===== src/hdl/stbs_pkg.sv =====
// ----------------------------------------------------------------------------
// stbs_pkg
// shared types and constants of the environment map bilinear sampler
// ----------------------------------------------------------------------------
package stbs_pkg;

    localparam int CORDIC_STEPS = 22;
    localparam int SQRT_STEPS   = 24;
    localparam int SQ_W         = 48;
    localparam int AXY_W        = 36;
    localparam int BXY_W        = 44;
    localparam int ACC_W        = 26;
    localparam int ARC_W        = 22;
    localparam int QDEPTH       = 4;
    localparam int STORE_DEPTH  = 65536;
    localparam int HALF_TURN    = 8388608;

    localparam logic KIND_LOAD   = 1'b0;
    localparam logic KIND_SAMPLE = 1'b1;

    typedef struct packed {
        logic                    kind;
        logic [15:0]             adr;
        logic [23:0]             rgb;
        logic signed [15:0]      y;
        logic signed [AXY_W-1:0] apx;
        logic signed [AXY_W-1:0] apy;
        logic signed [ACC_W-1:0] ang;
        logic                    az;
        logic [31:0]             sumsq;
    } t_qent;

    typedef struct packed {
        logic full;
        logic empty;
    } t_qstat;

    // atan(2^-i) in units of 2^-24 turn
    function automatic logic [ARC_W-1:0] arc_lut(input int i);
        logic [ARC_W-1:0] r;
        case (i)
            0:  r = 22'd2097152;
            1:  r = 22'd1238021;
            2:  r = 22'd654136;
            3:  r = 22'd332050;
            4:  r = 22'd166669;
            5:  r = 22'd83416;
            6:  r = 22'd41718;
            7:  r = 22'd20860;
            8:  r = 22'd10430;
            9:  r = 22'd5215;
            10: r = 22'd2608;
            11: r = 22'd1304;
            12: r = 22'd652;
            13: r = 22'd326;
            14: r = 22'd163;
            15: r = 22'd81;
            16: r = 22'd41;
            17: r = 22'd20;
            18: r = 22'd10;
            19: r = 22'd5;
            20: r = 22'd3;
            21: r = 22'd1;
            default: r = '0;
        endcase
        return r;
    endfunction

endpackage


===== src/hdl/stbs_fifo.sv =====
// ----------------------------------------------------------------------------
// stbs_fifo
// short queue between the front stage and the sampling pipeline
// ----------------------------------------------------------------------------
module stbs_fifo (
    input  logic             i_clk,
    input  logic             i_rst_n,
    input  logic             i_push,
    input  stbs_pkg::t_qent  i_ent,
    input  logic             i_pop,
    output stbs_pkg::t_qent  o_ent,
    output stbs_pkg::t_qstat o_stat
);
    import stbs_pkg::*;

    localparam int PW = $clog2(QDEPTH);

    t_qent         r_mem [0:QDEPTH-1];
    logic [PW-1:0] r_wp;
    logic [PW-1:0] r_rp;
    logic [PW:0]   r_cnt;
    logic          w_wr;
    logic          w_rd;

    assign o_stat.full  = (r_cnt == (PW+1)'(QDEPTH));
    assign o_stat.empty = (r_cnt == '0);
    assign w_wr  = i_push && !o_stat.full;
    assign w_rd  = i_pop && !o_stat.empty;
    assign o_ent = r_mem[r_rp];

    always_ff @(posedge i_clk) begin
        if (!i_rst_n) begin
            r_wp  <= '0;
            r_rp  <= '0;
            r_cnt <= '0;
        end else begin
            if (w_wr) r_wp <= r_wp + 1'b1;
            if (w_rd) r_rp <= r_rp + 1'b1;
            if (w_wr && !w_rd) r_cnt <= r_cnt + 1'b1;
            else if (w_rd && !w_wr) r_cnt <= r_cnt - 1'b1;
        end
    end

    always_ff @(posedge i_clk) begin
        if (w_wr) r_mem[r_wp] <= i_ent;
    end

endmodule


===== config.mk =====
export PLATFORM = sky130hd
export DESIGN_NAME = stbs_fifo
export DESIGN_NICKNAME = d
export VERILOG_FILES = /design/src/hdl/stbs_pkg.sv /design/src/hdl/stbs_fifo.sv
export SDC_FILE = /design/constraint.sdc
export NUM_CORES = 1
export LEC_CHECK = 0
export BUFFER_PORTS_ARGS = -buffer_cell sky130_fd_sc_hd__clkbuf_2
export CAP_MARGIN = 5
export CORE_AREA = 2 2 251 253
export CTS_BUF_LIST = sky130_fd_sc_hd__clkbuf_16
export DETAILED_ROUTE_END_ITERATION = 6
export DIE_AREA = 0 0 253 255
export PLACE_DENSITY = 0.7
export SYNTH_ARGS = -nofsm -noshare
export SYNTH_HDL_FRONTEND = slang
export SYNTH_SLANG_ARGS = --single-unit

===== constraint.sdc =====
create_clock -name i_clk -period 5.3 [get_ports i_clk]
set_input_delay 0.265 -clock i_clk [delete_from_list [all_inputs] [get_ports i_clk]]
set_output_delay 0.265 -clock i_clk [all_outputs]
set_load 0.01 [all_outputs]

==> flow_metrics.tcl <==
set metrics [dict create \
    clock_sink_count 761 \
    floorplan.io_pins 382 \
    post_cts.repair.setup_buffers 0 \
    core_area_um2 62200 \
    avgViaCountPerCell 5.20 \
    fmaxAchievable_ghz 0.332 \
    die_w_um 253 \
    placed_cell_area_um2 30400 \
    post_synth_inst_count 1030 \
    hold_path.class "input pin to flop" \
    nets 1845 \
    wl_per_cell_um 21.5 \
    maximum_number_of_buffers_from_clock_root_to_sink 3 \
    globalRouteTotalUtil_pct 16.7 \
    grt_setup_unrepaired "false" \
    worstPathArrival_ns 2.75 \
    power.sequential.fraction_pct 45.7 \
    grt_max_degree 114 \
    fin_util_pct 56.0 \
    numCtsBuffers 77 \
    avgSynthCellArea_um2 26.8 \
    number_of_global_route_vias_before_repair 14300 \
    combPwrFrac_pct 22.7 \
    clk_transition_reported_paths_ns 0.06 \
    status "finished, final reports clean" \
    synth_area_leaders "sky130_fd_sc_hd__edfxtp_1, sky130_fd_sc_hd__mux4_2, sky130_fd_sc_hd__dfxtp_1, sky130_fd_sc_hd__buf_6, sky130_fd_sc_hd__buf_2" \
    dp.final_hpwl_um 30100 \
    yosysTopAreaCellShare_pct 81.9 \
    r2r_cells 4 \
    critical_path_peak_fanout 90 \
    clk_latency_ns 0.61 \
    layout-area-overhead-vs-synth_pct 26.1 \
    ys.warnings.count 0 \
    hold_viol_final 0 \
    maxCapViolCount 0 \
    worstSetupEndpointType "output pin" \
    tritoncts "yes" \
    synth_most_common_cell "sky130_fd_sc_hd__edfxtp_1" \
    final_critical_path_share_of_the_clock_period_pct 56.9 \
    synthesis_stage_register_bit_count 761 \
    synthArstFlopShare_pct 0 \
    static-leakage-power_nw 11.8 \
    place.gp.congestion 0.746 \
    clock_power_share_pct 31.6 \
    holdWs_ns 0.125 \
    final.min_clock_period_ns 3.01 \
    synth.distinct_cells 22 \
    share_of_the_yosys_chip_area_belonging_to_registers_pct 82.5 \
    grt_pass1_wl_um 81100 \
    ir_drop_v 0.000348 \
    synth_common_cells "sky130_fd_sc_hd__edfxtp_1, sky130_fd_sc_hd__mux4_2, sky130_fd_sc_hd__buf_2, sky130_fd_sc_hd__buf_6" \
    tightestPinTransition_ns 0.820 \
    initial_antenna_violation_count 4 \
    worst_reg2reg_path_startpoint "r_cnt[0]" \
    placementRows 92 \
    start_util_pct 44.4 \
    synth_flop_cell "sky130_fd_sc_hd__edfxtp_1" \
    final_antenna_net_count 0 \
    die_height_um 255 \
    remaining_drc_errors 0 \
    drive_above_1_share_pct 40.4 \
    grt_remaining_overflow 0 \
    routed_wl_um 53900 \
    total_number_of_h_tree_levels 3 \
    net-switching-power_w 0.00429 \
    floorplan.die_area_um2 64500 \
    finalInstanceArea_um2 34800 \
    drt-initial-drc-count 842 \
    critPathRequiredTime_ns 5.04 \
    synth_fp_nets 1228 \
    clock_skew_ns 0.0125 \
    synth_enable_flop_cells 752 \
    post_cts.resized_instances 0 \
    critical_path_class "flop to output pin" \
    fin_tns_setup_ns 0 \
    p_per_area_nw_per_um2 471 \
    worst_slew_margin_rel_pct 45.3 \
    netSwitchingFraction_pct 26.2 \
    firstDrtPassIters 5 \
    worstSetupEndpoint "o_ent[66]" \
    slew_viol_final 0 \
    cts_root_buffer "sky130_fd_sc_hd__clkbuf_16" \
    hold_buffers 189 \
    syn-cell-area_um2 27600 \
    setup_viol_count_final 0 \
    port_buffers 381 \
    internal_power_w 0.0121 \
    r2r_slack_ns 2.67 \
    crit_path_start_kind "flop" \
    post-synth-top-area-cell "sky130_fd_sc_hd__edfxtp_1" \
    r2r-end "r_mem[1][151]" \
    num_vias 13000 \
]
## worst min path at each step
stage	start	to	slack (ns)	cells past startpoint
finish	i_pop	flop	0.12	4
global route	i_pop	flop	0.12	4
CTS	i_pop	flop	0.08	4
detailed placement	i_ent[131]	r_mem[3][131]	0.48	1
global placement	i_ent[180]	r_mem[0][180]	0.48	1
floorplan	i_ent[0]	r_mem[0][0]	0.36	0
## per-stage QoR
stage / std cells / power (W) / setup slack (ns)
floorplan: 1030 / 0.00997 / 1.61
global placement: 2178 / 0.0112 / 2.71
detailed placement: 2178 / 0.0113 / 2.65
CTS: 2504 / 0.0166 / 2.19
global route: 2507 / 0.0171 / 2.06
finish: 2507 / 0.0164 / 2.29
## routing by layer
| metal | vias up | routed length, µm | GRT usage (%) |
|---|---|---|---|
| met2 | 424 | 28000 | 28.8 |
| met3 | 81 | 3780 | 4.87 |
| li1 | 5722 | - | - |
| met4 | 2 | 1350 | 6.20 |
| met1 | 6797 | 20800 | 20.0 |
| met5 | - | 13 | 0 |
## registers in the layout, indices dropped and copies added (netlist names), named ones only
| register | flops |
|---|---|
| r_mem | 752 |
| r_wp | 2 |
| r_cnt | 3 |
| r_rp | 2 |
## cells by family after synthesis
| logic type | share of synthesized area, % |
|---|---|
| flops | 82.5 |
| mux | 15.5 |
| buf+inv | 1.14 |
| simple gates | 0.349 |
| fa+ha+maj | 0.299 |
| compound gates | 0.104 |
| xor+xnor | 0.127 |
## cell usage in the layout (no fill, tap or decap), drive strengths merged
| cell | synthesis | layout |
|---|---|---|
| dfxtp | 9 | 9 |
| mux2i | 3 | 3 |
| edfxtp | 752 | 752 |
| fa | 1 | 1 |
| dlygate4sd3 | 0 | 189 |
| ha | 5 | 5 |
| clkbuf | 9 | 461 |
| o311ai | 1 | 1 |
| mux4 | 188 | 188 |
| bufinv | 0 | 6 |
| and2 | 8 | 8 |
| nor3b | 1 | 1 |
| a21boi | 1 | 1 |
| or3 | 1 | 1 |
| nor3 | 1 | 1 |
| diode | 0 | 3 |
| o31ai | 1 | 1 |
| xnor2 | 3 | 3 |
| inv | 3 | 25 |
| buf | 35 | 12 |
| xor2 | 1 | 1 |
| o21ai | 1 | 1 |
| clkinv | 0 | 27 |
| clkinvlp | 0 | 2 |
| nand2 | 4 | 4 |
| nor2b | 2 | 2 |
## cell type report
class                           instances  area [µm²]
Clock buffer                           80        2000
Sequential cell                       761       22800
Multi-Input combinational cell        222        4520
Antenna cell                            3        7.51
Fill cell                            4566       27400
Tap cell                              799        1000
Inverter                                3        11.3
Clock inverter                         57         444
Timing Repair Buffer                  582        4040
## power by group through the flow
stage | clock network (W) | logic [W] | registers, W
floorplan | 0 | 0.00241 | 0.00757
global placement | 0 | 0.00367 | 0.00757
detailed placement | 0 | 0.00369 | 0.00761
CTS | 0.00531 | 0.00382 | 0.00749
global route | 0.00555 | 0.00401 | 0.00753
finish | 0.00518 | 0.00372 | 0.00748
## worst max-delay path, stage by stage (launching register included)
cell	delay (ns)
sky130_fd_sc_hd__dfxtp_4	0.61
sky130_fd_sc_hd__buf_12	0.59
sky130_fd_sc_hd__mux4_2	0.61
sky130_fd_sc_hd__clkbuf_2	0.17
Note: power is estimated with default switching activity, not from simulation.
