## src/hdl/stbs_pkg.sv

```systemverilog
// ----------------------------------------------------------------------------
// stbs_pkg
// shared types and constants of the environment map bilinear sampler
// ----------------------------------------------------------------------------
package stbs_pkg;

    localparam int CORDIC_STEPS = 22;
    localparam int SQRT_STEPS   = 24;
    localparam int SQ_W         = 48;
    localparam int AXY_W        = 36;
    localparam int BXY_W        = 44;
    localparam int ACC_W        = 26;
    localparam int ARC_W        = 22;
    localparam int QDEPTH       = 4;
    localparam int STORE_DEPTH  = 65536;
    localparam int HALF_TURN    = 8388608;

    localparam logic KIND_LOAD   = 1'b0;
    localparam logic KIND_SAMPLE = 1'b1;

    typedef struct packed {
        logic                    kind;
        logic [15:0]             adr;
        logic [23:0]             rgb;
        logic signed [15:0]      y;
        logic signed [AXY_W-1:0] apx;
        logic signed [AXY_W-1:0] apy;
        logic signed [ACC_W-1:0] ang;
        logic                    az;
        logic [31:0]             sumsq;
    } t_qent;

    typedef struct packed {
        logic full;
        logic empty;
    } t_qstat;

    // atan(2^-i) in units of 2^-24 turn
    function automatic logic [ARC_W-1:0] arc_lut(input int i);
        logic [ARC_W-1:0] r;
        case (i)
            0:  r = 22'd2097152;
            1:  r = 22'd1238021;
            2:  r = 22'd654136;
            3:  r = 22'd332050;
            4:  r = 22'd166669;
            5:  r = 22'd83416;
            6:  r = 22'd41718;
            7:  r = 22'd20860;
            8:  r = 22'd10430;
            9:  r = 22'd5215;
            10: r = 22'd2608;
            11: r = 22'd1304;
            12: r = 22'd652;
            13: r = 22'd326;
            14: r = 22'd163;
            15: r = 22'd81;
            16: r = 22'd41;
            17: r = 22'd20;
            18: r = 22'd10;
            19: r = 22'd5;
            20: r = 22'd3;
            21: r = 22'd1;
            default: r = '0;
        endcase
        return r;
    endfunction

endpackage

```

## src/hdl/stbs_front.sv

```systemverilog
// ----------------------------------------------------------------------------
// stbs_front
// input stage: takes items, prepares the azimuth rotation and radius square
// ----------------------------------------------------------------------------
module stbs_front (
    input  logic               i_clk,
    input  logic               i_rst_n,
    input  logic               i_push,
    output logic               o_full,
    input  logic               i_kind,
    input  logic [15:0]        i_texel_address,
    input  logic [23:0]        i_texel_rgb,
    input  logic signed [15:0] i_dir_x,
    input  logic signed [15:0] i_dir_y,
    input  logic signed [15:0] i_dir_z,
    input  stbs_pkg::t_qstat   i_qstat,
    output logic               o_qpush,
    output stbs_pkg::t_qent    o_qent
);
    import stbs_pkg::*;

    logic               r_fv;
    logic               r_kind;
    logic [15:0]        r_adr;
    logic [23:0]        r_rgb;
    logic signed [15:0] r_x;
    logic signed [15:0] r_y;
    logic signed [15:0] r_z;
    logic               w_acc;
    logic signed [31:0] w_xx;
    logic signed [31:0] w_zz;
    logic signed [AXY_W-1:0] w_px;
    logic signed [AXY_W-1:0] w_pz;

    assign o_qpush = r_fv && !i_qstat.full;
    assign o_full  = r_fv && i_qstat.full;
    assign w_acc   = i_push && !o_full;

    always_ff @(posedge i_clk) begin
        if (!i_rst_n) begin
            r_fv <= 1'b0;
        end else if (w_acc) begin
            r_fv <= 1'b1;
        end else if (o_qpush) begin
            r_fv <= 1'b0;
        end
    end

    always_ff @(posedge i_clk) begin
        if (w_acc) begin
            r_kind <= i_kind;
            r_adr  <= i_texel_address;
            r_rgb  <= i_texel_rgb;
            r_x    <= i_dir_x;
            r_y    <= i_dir_y;
            r_z    <= i_dir_z;
        end
    end

    always_comb begin
        w_xx = r_x * r_x;
        w_zz = r_z * r_z;
        w_px = {{(AXY_W-32){r_x[15]}}, r_x, 16'b0};
        w_pz = {{(AXY_W-32){r_z[15]}}, r_z, 16'b0};
        o_qent.kind  = r_kind;
        o_qent.adr   = r_adr;
        o_qent.rgb   = r_rgb;
        o_qent.y     = r_y;
        o_qent.sumsq = $unsigned(w_xx) + $unsigned(w_zz);
        o_qent.apx   = w_px;
        o_qent.apy   = w_pz;
        o_qent.ang   = '0;
        o_qent.az    = 1'b0;
        // on the x axis the angle is fixed, the rotations are skipped
        if (r_z == 16'sd0) begin
            o_qent.az  = 1'b1;
            o_qent.ang = r_x[15] ? ACC_W'(HALF_TURN) : '0;
        end else if (r_x[15]) begin
            o_qent.ang = r_z[15] ? -ACC_W'(HALF_TURN) : ACC_W'(HALF_TURN);
            o_qent.apx = -w_px;
            o_qent.apy = -w_pz;
        end
    end

endmodule

```

## config.mk

```make
export PLATFORM = sky130hd
export DESIGN_NAME = stbs_front
export DESIGN_NICKNAME = d
export VERILOG_FILES = /design/src/hdl/stbs_pkg.sv /design/src/hdl/stbs_front.sv
export SDC_FILE = /design/constraint.sdc
export NUM_CORES = 1
export LEC_CHECK = 0
export BUFFER_PORTS_ARGS = -buffer_cell sky130_fd_sc_hd__buf_2
export CORE_MARGIN = 3
export CORE_UTILIZATION = 35
export DETAILED_ROUTE_END_ITERATION = 10
export GPL_ROUTABILITY_DRIVEN = 0
export HOLD_SLACK_MARGIN = 0.1
export PLACE_DENSITY = 0.63
export SKIP_CTS_REPAIR_TIMING = 1
export SYNTH_ARGS = -nofsm -noshare
export SYNTH_HDL_FRONTEND = slang
export SYNTH_SLANG_ARGS = --single-unit
```

## constraint.sdc

```tcl
create_clock -name i_clk -period 21.9 [get_ports i_clk]
set_input_delay 6.57 -clock i_clk [delete_from_list [all_inputs] [get_ports i_clk]]
set_output_delay 6.57 -clock i_clk [all_outputs]
set_load 0.1 [all_outputs]
```

==> flow_summary_export.csv, run 1 <==
group,metric,value,unit
status,status,"finished, final reports clean",
sta,min_period,15.95,ns
critical_path,crit_arrival,9.38,ns
placement,dpl_worst_slack,6.36,ns
critical_path,timing.critical_path.buf_inv,8,
cells_and_area,area_growth,9.43,%
global_routing,globalRouteTotalUtil,0.177,
clocking,clkTransAtPathRegs,0.08,ns
critical_path,cp_slowest_cell,"a2111oi_2",
synth,synth_compound_gate_area_share,0.0338,
clocking,cts_tree,"yes",
run,maxCapViolCount,0,
critical_path,cp_max_fo,19,
synth,synth_fa_ha_area_frac,0.571,
clocking,cts_buffer_depth,2,
cells_and_area,final_common_cell,"inv_1",
worst_hold_path,whs_endpoint,"r_fv",
critical_path,required,15.33,ns
synth,yosysUniqueCellTypes,59,
synth,seq_area_frac_synth,0.124,
critical_path,r2r_start,"r_fv",
placement,hpwl,47800,um
synth,yosysWarnings,0,
sta,fmax,0.0627,GHz
worst_hold_path,min_path_cells,2,
clocking,clk_latency,0.36,ns
global_routing,grt-ovfl-total,0,
synth,synth_top_family_by_area,"adder cells",
cells_and_area,fin_nets,3130,
sta,tightest_slew,1.11,ns
critical_path,crit_cells,24,
synth,synth.mux.area_fraction,0.00300,
synth,synth_area,21700,um2
critical_path,crit_path_start_kind,"register",
worst_hold_path,hp-class,"reg -> reg",
detailed_routing,initialDrtViolationCount,760,
detailed_routing,wl_per_cell,17.4,um
sta,tns,0,ns
sta,finalMaxSlewViolations,0,
critical_path,reg2regPathDepth,3,
detailed_routing,drc,0,
detailed_routing,drt_wl_total,54800,um
sta,rsz0062_at_grt,"false",
global_routing,antenna_found_initial,2,
synth,synth-seq-cells,90,
clocking,htreeDepth,3,
worst_hold_path,holdCritStartpoint,"r_fv",
global_routing,grt_max_degree,60,
clocking,cts_buffers,9,
floorplanning,row_count,90,
clocking,clock_sinks,90,
detailed_routing,route.vias.total,14400,
sta,skew,0.00709,ns
floorplanning,dieArea,65000,um2
cells_and_area,drive_gt1_frac,0.118,
floorplanning,start_util,0.357,
sta,finalHoldViolCount,0,
floorplanning,top_level_ports,284,
global_routing,grt_pass1_vias,16200,
detailed_routing,ant_nets,0,
floorplanning,die_h,255,um
sta,period_share,0.728,
synth,ys_async_sr_fraction,0,
detailed_routing,routed_via_density,4.59,
critical_path,endpoint_kind,"output pin",
synth,synth_cells,2173,
sta,slew_headroom,0.257,
synth,synth_ff_type,"edfxtp_1",
global_routing,grt_pass1_wl,89000,um
detailed_routing,dr.pass1.iters,5,
sta,holdWs,0.674,ns
floorplanning,core_area,60800,um2
synth,synth-edff-count,89,
critical_path,cpPeakStageDelay,0.94,ns
clocking,root_buffer,"clkbuf_16",
critical_path,r2r_slack,19.30,ns
sta,fin_ws,5.95,ns
critical_path,critPathKind,"reg -> out",
sta,finalSetupViolations,0,
floorplanning,die_x,255,um
critical_path,worstReg2RegEnd,"r_rgb[2]",
synth,synth_xor_area_frac,0.0343,
placement,io_buffer_count,227,
cells_and_area,layout_common_cells,"inv_1 (679), fa_1 (519), buf_2 (227)",
synth,syn_avg_cell_area,9.98,um2
critical_path,cp_common_cell,"fa_1",
critical_path,path_cells,"clkinv_1 -> nor2_1 -> inv_1 -> fa_1 -> fa_1 -> inv_1 -> fa_1 -> inv_1 -> fa_1 -> inv_1 -> fa_1 -> fa_1 -> fa_1 -> inv_1 -> fa_1 -> inv_1 -> ha_1 -> nor4_1 -> o21ai_0 -> a2111oi_2 -> nor4_1 -> or4_1 -> o311ai_0 -> buf_2",
synth,yosys.area_share.simple,0.0820,
critical_path,cp_top_family,"adder cells",
## cells in the mapped netlist (2+ instances only)
cell       count  area share
inv_1        679        0.12
fa_1         519        0.48
ha_1         160       0.092
nand2_1      158       0.027
nor2_1       102       0.018
edfxtp_1      89        0.12
xnor2_1       69       0.028
and2_1        62       0.018
buf_4         61       0.021
clkbuf_1      55      0.0095
a21oi_1       33      0.0076
nor3_1        17      0.0039
xor2_1        16      0.0065
o21ai_0       15      0.0035
a21o_1        14      0.0048
clkinv_1       9      0.0016
nand2b_1       9      0.0026
nand3_1        9      0.0021
buf_1          6      0.0010
nand4_1        6      0.0017
nor2b_1        6      0.0017
o31ai_1        6      0.0021
a211oi_1       5      0.0017
a31o_2         4      0.0016
a31oi_1        4      0.0012
and3_1         4      0.0012
mux2_2         4      0.0021
inv_2          3     0.00052
nor4_1         3     0.00087
o41ai_1        3      0.0012
or2_2          3     0.00087
or4_4          3      0.0016
a21boi_0       2     0.00069
a221oi_1       2     0.00081
mux2i_1        2     0.00092
o2111ai_1      2     0.00081
o211ai_1       2     0.00069
o21a_1         2     0.00069
o21bai_1       2     0.00069
o221ai_1       2     0.00081
o311ai_0       2     0.00081
or4_1          2     0.00069
## layer usage
layer	wire length [um]	part of all wire	GRT usage
met2	27100	0.49	0.305
met4	1310	0.024	0.0461
met5	11	0.00020	0
met3	2550	0.047	0.0203
met1	23900	0.44	0.238
## flip-flops by register name (all words and copies together) (netlist names)
signal  count
r_kind      1
r_rgb      24
r_fv        1
r_adr      16
r_y        16
r_z        16
r_x        16
## stage by stage
stage	cells	instance area, um2	util
2_1_floorplan	2228	21900	-
3_3_place_gp	3128	23400	0.385
3_5_place_dp	3128	23400	0.385
4_1_cts	3144	23700	0.390
5_1_grt	3144	23700	0.390
6_report	3145	23700	0.390
## cell families (layout without fill, tap and decap cells)
kind of cell	after synthesis	count (layout)
buffers and inverters	814	948
adder cells (fa/ha/maj)	679	679
AND/OR/NAND/NOR	389	389
AO/OA/AOI/OAI	109	109
flip-flops	90	90
XOR/XNOR	85	85
multiplexers	6	6
other	1	57
## worst reg2reg max path, stage by stage (launching register included)
cell and delay, ns:
dfxtp_1 0.31, and2_1 0.18, nor2b_4 0.84, buf_4 0.84
## how the worst max path moves through the flow
stage,from,to
3_5_place_dp,r_z[1],o_qent[29]
6_report,r_z[1],o_qent[29]
2_1_floorplan,r_z[15],o_qent[29]
4_1_cts,r_z[1],o_qent[29]
3_3_place_gp,r_z[1],o_qent[29]
5_1_grt,r_z[1],o_qent[29]
## area by class of cell
| class | instances | area [um2] |
|---|---|---|
| antenna | 1 | 2.50 |
| clock buffer | 9 | 225 |
| clock inverter | 7 | 76.3 |
| fill | 5956 | 37100 |
| inverter | 691 | 2590 |
| multi-input combinational | 1324 | 15900 |
| sequential | 90 | 2690 |
| tap | 782 | 978 |
| timing repair buffer | 241 | 1240 |
Power of run 1 is not shown: default switching activity piles up to over one toggle a cycle in this logic, so the estimate is an artifact.
==> run 2, diff against run 1 <==
Clock period 21.9 ns to 16.09 ns, I/O delays scaled along.
==> flow_summary_export.csv, run 2 (synthesis results as in run 1) <==
group,metric,value,unit
clocking,cts_tree,"yes",
critical_path,r2r_slack,13.45,ns
placement,io_buffer_count,227,
global_routing,gr-usage-met3,0.0248,
clocking,root_buffer,"clkbuf_16",
critical_path,r2r_start,"r_fv",
cells_and_area,largest_reg_flops,24,
floorplanning,row_count,90,
global_routing,use_met2,0.305,
status,status,"finished, final reports clean",
clocking,clock_sinks,90,
critical_path,critPathKind,"reg -> out",
clocking,clkTransAtPathRegs,0.07,ns
cells_and_area,area_growth,9.42,%
floorplanning,die_x,255,um
critical_path,worstReg2RegEnd,"r_rgb[2]",
critical_path,endpoint_kind,"output pin",
cells_and_area,drive_gt1_frac,0.118,
run,maxCapViolCount,0,
critical_path,reg2regPathDepth,3,
detailed_routing,drc,0,
global_routing,globalRouteTotalUtil,0.177,
floorplanning,die_h,255,um
worst_hold_path,whs_endpoint,"r_fv",
critical_path,required,11.26,ns
sta,finalHoldViolCount,0,
cells_and_area,instances_no_fill,3144,
clocking,cts_buffers,9,
cells_and_area,final_common_cell,"inv_1",
global_routing,grt_pass1_vias,16500,
cells_and_area,antenna_cells,0,
global_routing,grt_pass1_wl,89400,um
worst_hold_path,holdCritStartpoint,"r_fv",
detailed_routing,routed_via_density,4.59,
sta,holdWs,0.689,ns
cells_and_area,top_register,"r_rgb",
cells_and_area,layout_common_cells,"inv_1 (679), fa_1 (519), buf_2 (227)",
clocking,htreeDepth,3,
critical_path,cp_max_fo,19,
critical_path,crit_arrival,9.52,ns
global_routing,use_met1,0.234,
floorplanning,dieArea,65000,um2
global_routing,grt_max_degree,60,
worst_hold_path,hp-class,"reg -> reg",
sta,fmax,0.0697,GHz
worst_hold_path,min_path_cells,2,
floorplanning,top_level_ports,284,
sta,tns,0,ns
detailed_routing,dr.pass1.iters,5,
detailed_routing,ant_nets,0,
cells_and_area,fin_nets,3130,
sta,rsz0062_at_grt,"false",
sta,period_share,0.892,
detailed_routing,wl_per_cell,17.3,um
clocking,cts_buffer_depth,2,
sta,min_period,14.35,ns
placement,hpwl,47300,um
sta,finalSetupViolations,0,
sta,finalMaxSlewViolations,0,
cells_and_area,utilization,0.390,
global_routing,busiest_layer,"met2",
sta,tightest_slew,1.07,ns
global_routing,antenna_found_initial,5,
sta,slew_headroom,0.282,
detailed_routing,route.vias.total,14400,
floorplanning,core_area,60800,um2
critical_path,crit_path_start_kind,"register",
global_routing,grt-ovfl-total,0,
placement,dp.cells,3128,
clocking,clk_latency,0.38,ns
floorplanning,start_util,0.357,
detailed_routing,initialDrtViolationCount,689,
sta,skew,0.0161,ns
detailed_routing,drt_wl_total,54400,um
[run 2: metrics by stage]
| stage | setup WS, ns | instance area (um2) |
|---|---|---|
| 5_1_grt | 1.36 | 23700 |
| 3_5_place_dp | 2.23 | 23400 |
| 2_1_floorplan | 0.813 | 21900 |
| 3_3_place_gp | 2.35 | 23400 |
| 4_1_cts | 1.80 | 23700 |
| 6_report | 1.74 | 23700 |
[run 2: layout make-up]
type / instances / area, um2
Clock buffer: 9 / 225
Multi-Input combinational cell: 1324 / 15900
Fill cell: 6011 / 37100
Inverter: 691 / 2590
Tap cell: 782 / 978
Timing Repair Buffer: 241 / 1240
Clock inverter: 7 / 76.3
Sequential cell: 90 / 2690
[run 2: worst max path at each step]
stage          startpoint          to  slack [ns]  cells after the start
2_1_floorplan     r_z[15]  o_qent[29]        0.81                     22
3_3_place_gp       r_z[1]  o_qent[29]        2.35                     24
3_5_place_dp       r_z[1]  o_qent[29]        2.23                     24
4_1_cts            r_z[1]  o_qent[29]        1.80                     24
5_1_grt            r_z[1]  o_qent[29]        1.36                     24
6_report           r_z[1]  o_qent[29]        1.74                     24
[run 2: worst max-delay path: stages, from the launching register on]
cell	delay, ns
edfxtp_1	0.85
clkinv_1	0.53
nor2_1	0.25
inv_1	0.08
fa_1	0.48
fa_1	0.55
inv_1	0.07
fa_1	0.50
inv_1	0.05
fa_1	0.53
inv_1	0.05
fa_1	0.50
fa_1	0.43
fa_1	0.49
inv_1	0.05
fa_1	0.48
inv_1	0.05
ha_1	0.22
nor4_1	0.26
o21ai_0	0.27
a2111oi_2	1.00
nor4_1	0.25
or4_1	0.53
o311ai_0	0.15
buf_2	0.51
[run 2: metal layers]
layer / vias up / share of wire
li1: 6535 / -
met1: 7408 / 0.43
met2: 396 / 0.49
met3: 80 / 0.055
met4: 6 / 0.028
met5: - / 0.00063
Power of run 2 is left out for the same reason.
